## src/sv/cts_pkg.sv

```systemverilog
package cts_pkg;

    localparam int MAX_TERMS  = 16;
    localparam int COEF_DEPTH = 4096;
    localparam int TW         = $clog2(MAX_TERMS);
    localparam int AW         = $clog2(COEF_DEPTH);
    // narrow basis values (T_n, 2*xi) and wide ones (scaled derivatives, weights)
    localparam int SW         = 20;
    localparam int BW         = 40;
    localparam int ONE_Q16    = 65536;
    localparam int HALF_Q16   = 32768;

    localparam logic FUNC_WRITE = 1'b0;
    localparam logic FUNC_EVAL  = 1'b1;

    localparam logic [1:0] CFG_SIZE_X = 2'd0;
    localparam logic [1:0] CFG_SIZE_Y = 2'd1;
    localparam logic [1:0] CFG_SIZE_Z = 2'd2;
    localparam logic [1:0] CFG_DERIV  = 2'd3;

    typedef struct packed {
        logic        is_eval;
        logic [11:0] index;
        logic [31:0] value;
        logic [16:0] cu;
        logic [16:0] cv;
        logic [16:0] cw;
    } cmd_t;

    typedef struct packed {
        logic [4:0] size_x;
        logic [4:0] size_y;
        logic [4:0] size_z;
        logic       second;
    } cfg_t;

    typedef struct packed {
        logic          we;
        logic [AW-1:0] waddr;
        logic [31:0]   wdata;
        logic [AW-1:0] raddr;
    } ram_req_t;

    typedef struct packed {
        logic eval_busy;
        logic mac_active;
    } back_stat_t;

    // round a product to q16: add half, floor shift
    function automatic logic signed [BW-1:0] rmul_ts(input logic signed [BW-1:0] a,
                                                      input logic signed [SW-1:0] b);
        logic signed [BW+SW-1:0] p;
        begin
            p = a * b + $signed((BW+SW)'(HALF_Q16));
            return p[BW+15:16];
        end
    endfunction

    function automatic logic signed [63:0] sat_add64(input logic signed [63:0] a,
                                                     input logic signed [63:0] b);
        logic signed [63:0] s;
        begin
            s = a + b;
            if (a[63] == b[63] && s[63] != a[63])
            begin
                return a[63] ? {1'b1, 63'd0} : {1'b0, {63{1'b1}}};
            end
            return s;
        end
    endfunction

endpackage

```

## src/sv/cts_front.sv

```systemverilog
module cts_front (
    input  logic                clk,
    input  logic                rst_n,
    input  logic                s_tvalid,
    output logic                s_tready,
    input  logic [95:0]         s_tdata,
    input  logic                s_tuser,
    output logic                cmd_valid,
    input  logic                cmd_ready,
    output cts_pkg::cmd_t       cmd
);

    localparam int QD = 2;
    localparam int PW = $clog2(QD);

    cts_pkg::cmd_t   q_reg [QD];
    logic [PW-1:0]   wr_ptr_reg, rd_ptr_reg;
    logic [PW:0]     count_reg;
    cts_pkg::cmd_t   in_cmd;
    logic            push, pop;

    function automatic logic [16:0] clamp_coord(input logic [16:0] c);
        begin
            return (c > 17'(cts_pkg::ONE_Q16)) ? 17'(cts_pkg::ONE_Q16) : c;
        end
    endfunction

    always_comb
    begin
        in_cmd.is_eval = (s_tuser == cts_pkg::FUNC_EVAL);
        in_cmd.index   = s_tdata[11:0];
        in_cmd.value   = s_tdata[43:12];
        in_cmd.cu      = clamp_coord(s_tdata[60:44]);
        in_cmd.cv      = clamp_coord(s_tdata[77:61]);
        in_cmd.cw      = clamp_coord(s_tdata[94:78]);
    end

    assign s_tready  = (count_reg != (PW+1)'(QD));
    assign cmd_valid = (count_reg != '0);
    assign cmd       = q_reg[rd_ptr_reg];
    assign push      = s_tvalid && s_tready;
    assign pop       = cmd_valid && cmd_ready;

    always_ff @(posedge clk or negedge rst_n)
    begin
        if (!rst_n)
        begin
            wr_ptr_reg <= '0;
            rd_ptr_reg <= '0;
            count_reg  <= '0;
        end
        else
        begin
            if (push)
            begin
                wr_ptr_reg <= wr_ptr_reg + 1'b1;
            end
            if (pop)
            begin
                rd_ptr_reg <= rd_ptr_reg + 1'b1;
            end
            if (push && !pop)
            begin
                count_reg <= count_reg + 1'b1;
            end
            else if (pop && !push)
            begin
                count_reg <= count_reg - 1'b1;
            end
        end
    end

    always_ff @(posedge clk)
    begin
        if (push)
        begin
            q_reg[wr_ptr_reg] <= in_cmd;
        end
    end

endmodule

```

## config.mk

```make
export PLATFORM = sky130hd
export DESIGN_NAME = cts_front
export DESIGN_NICKNAME = d
export VERILOG_FILES = /design/src/sv/cts_pkg.sv /design/src/sv/cts_front.sv
export SDC_FILE = /design/constraint.sdc
export NUM_CORES = 1
export LEC_CHECK = 0
export BUFFER_PORTS_ARGS = -buffer_cell sky130_fd_sc_hd__buf_2
export CAP_MARGIN = 10
export CORE_MARGIN = 3
export CORE_UTILIZATION = 35
export DETAILED_ROUTE_END_ITERATION = 12
export PLACE_DENSITY = 0.59
export SYNTH_ARGS = -nofsm -noshare
export SYNTH_HDL_FRONTEND = slang
export SYNTH_SLANG_ARGS = --single-unit
```

## constraint.sdc

```tcl
create_clock -name clk -period 13.2 [get_ports clk]
set_input_delay 1.32 -clock clk [delete_from_list [all_inputs] [get_ports clk]]
set_output_delay 1.32 -clock clk [all_outputs]
set_load 0.005 [all_outputs]
```

==> results.json <==
{
  "outcome": "finished clean",
  "synth_edf_count": 192,
  "drc": 0,
  "dpl_cell_area_um2": 8990,
  "worst_slew_pin_slew_ns": 0.765,
  "cts.repair.resized": 0,
  "dpl.cell_count": 848,
  "synthMuxAreaShare_pct": 14.0,
  "gr-usage-all-layers_pct": 12.5,
  "dr.pass1.iters": 4,
  "grt_overflow": 0,
  "r2r_end": "q_reg[1][72]",
  "finalCritPeriodShare_pct": 29.4,
  "place.gp.congestion": 0.734,
  "routed_wl_um": 15100,
  "reg2reg_from": "count_reg[0]",
  "area_growth_pct": 24.5,
  "die_w_um": 154,
  "fill_cells": 1901,
  "whs_ns": 0.502,
  "io_buffers": 197,
  "critical_path_class": "reg2out",
  "reg2regPathDepth": 3,
  "yosys.area_share.adder_pct": 0.162,
  "initial_core_util_pct": 36.1,
  "synth_ff_type": "edfxtp_1",
  "yosysSeqAreaShare_pct": 76.1,
  "required_ns": 11.88,
  "synth.avg_cell_area_um2": 20.0,
  "root_buffer": "clkbuf_16",
  "ioPinCount": 199,
  "synth_top_family_by_area": "multiplexers",
  "clock_skew_ns": 0.00817,
  "antenna_left": 0,
  "largest_reg_flops": 192,
  "design.core.area_um2": 21400,
  "endpoint_kind": "output pin",
  "diodes": 0,
  "fin_crit_ns": 3.88,
  "yosys.area_share.simple_pct": 6.86,
  "clock.fmax_mhz": 258,
  "synth.top_cell.area_share_pct": 74.8,
  "synth-compound-area-share_pct": 0.925,
  "drt_iter0_drc": 192,
  "tns_ns": 0,
  "synth_area_um2": 7710,
  "post_drt_wl_per_cell_um": 17.2,
  "cts.sinks": 196,
  "cts_tree": "built",
  "vias_per_cell": 4.59,
  "grt_pass1_wl_um": 23300,
  "ys_types": 21,
  "hold_path_end": "count_reg[1]",
  "power.total_mw": 1.95,
  "fin_util_pct": 45.0,
  "synth.largest_area_cell": "edfxtp_1",
  "rrSetupSlack_ns": 10.88,
  "drv_slew": 0,
  "post-cts-setup-buffer-count": 0,
  "cts_buffer_depth": 2,
  "syn-instance-count": 386,
  "yosys-top-cells-area": "edfxtp_1 75%, mux2_2 14%, nor2b_1 3.6%",
  "synthArstFlopShare_pct": 2.04,
  "dieArea_um2": 23800,
  "cts_htree_levels": 4,
  "clk_pin_slew_worst_paths_ns": 0.08,
  "hp-start": "count_reg[1]",
  "rsz0062_at_grt": "no",
  "fin_cells": 880,
  "drv_cap": 0,
  "synth_xor_area_share_pct": 0.568,
  "worst-path-max-fanout": 57,
  "nets": 694,
  "preCtsSetupSlack_ns": 9.70,
  "clk_latency_ns": 0.42,
  "slew_headroom_pct": 49.0,
  "cp-start-kind": "flop",
  "finalWorstSetupSlack_ns": 9.32,
  "hold_viol": 0,
  "num_rows": 53,
  "grt_start_max_net_pins": 58,
  "synth_nets": 488,
  "cts_buffers": 17,
  "drive_above_1_share_pct": 58.2,
  "antenna_found_initial": 0,
  "ys_seq_elements": 196,
  "dp_hpwl_um": 10100,
  "stdcell_area_um2": 9600,
  "critical_path_arrival_ns": 2.56,
  "cts_hold_buffers": 0,
  "cellPowerDensity_nw_per_um2": 203,
  "setup_viol": 0,
  "num_vias": 4037,
  "hold_class": "reg2reg",
  "peakVddDrop_v": 0.0000955,
  "p_leak_nw": 3.53,
  "fp.dieH_um": 154,
  "hold_path_depth": 1,
  "grt_pass1_vias": 4425,
  "yosys_warnings": 0
}
==> how the worst max path moves through the flow <==
stage                          start  cells past startpoint     endpoint  slack (ns)
after floorplan             s_tvalid                      2  q_reg[0][0]        7.24
after global placement    rd_ptr_reg                      3      cmd[16]        9.72
after detailed placement  rd_ptr_reg                      3       cmd[7]        9.70
after CTS                 rd_ptr_reg                      3      cmd[16]        9.23
after global routing      rd_ptr_reg                      3      cmd[16]        9.16
final                     rd_ptr_reg                      3      cmd[16]        9.32
==> cells in the final DEF, fill, tap and decap left out, drive strengths merged <==
master,count
a41oi,3
and3,1
buf,201
bufinv,1
clkbuf,17
clkinv,5
dfrtp,4
edfxtp,192
ha,1
inv,13
mux2,96
nand2,2
nand2b,1
nor2,2
nor2b,48
nor4,12
or2,1
xnor2,3
xor2,2
==> report_power, final <==
group	switching (mW)	internal, mW
logic	0.253	0.259
registers	0.0573	0.854
clock network	0.251	0.274
total	0.562	1.39
==> area by class of cell <==
class / count / area [um2] / share of cell area, %
flip-flops and latches: 196 / 5870 / 61.1
multi-input cells: 172 / 1750 / 18.2
repair buffers: 201 / 1020 / 10.6
clock buffers: 17 / 425 / 4.43
well taps: 275 / 344 / 3.58
clock inverters: 15 / 181 / 1.89
inverters: 4 / 15.0 / 0.156
==> worst max-delay path, stage by stage (launching register included) <==
cell,delay [ns]
dfrtp_4,0.82
buf_4,0.70
mux2_2,0.41
buf_2,0.14
==> cells by family (layout without fill, tap and decap cells) <==
logic type	Yosys count	in the layout
xor+xnor	5	5
buf+inv	18	237
simple gates	67	67
flops	196	196
compound gates	3	3
fa+ha+maj	1	1
mux	96	96
==> synth_stat cells, drive strengths merged, types with 2 or more instances <==
cell type and number:
edfxtp 192, dfrtp 4, xnor2 3, inv 4, xor2 2, nor2 2, buf 11, nor2b 48
nor4 12, nand2 2, clkbuf 3, mux2 96, a41oi 3
==> layer usage <==
layer	vias to the layer above	share of wire (%)	GRT usage, %
met3	10	7.3	4.31
met2	134	49	21.1
li1	1899	-	-
met1	1994	43	15.4
met4	0	0.88	3.15
met5	-	0	0
Note: power is estimated with default switching activity, not from simulation.
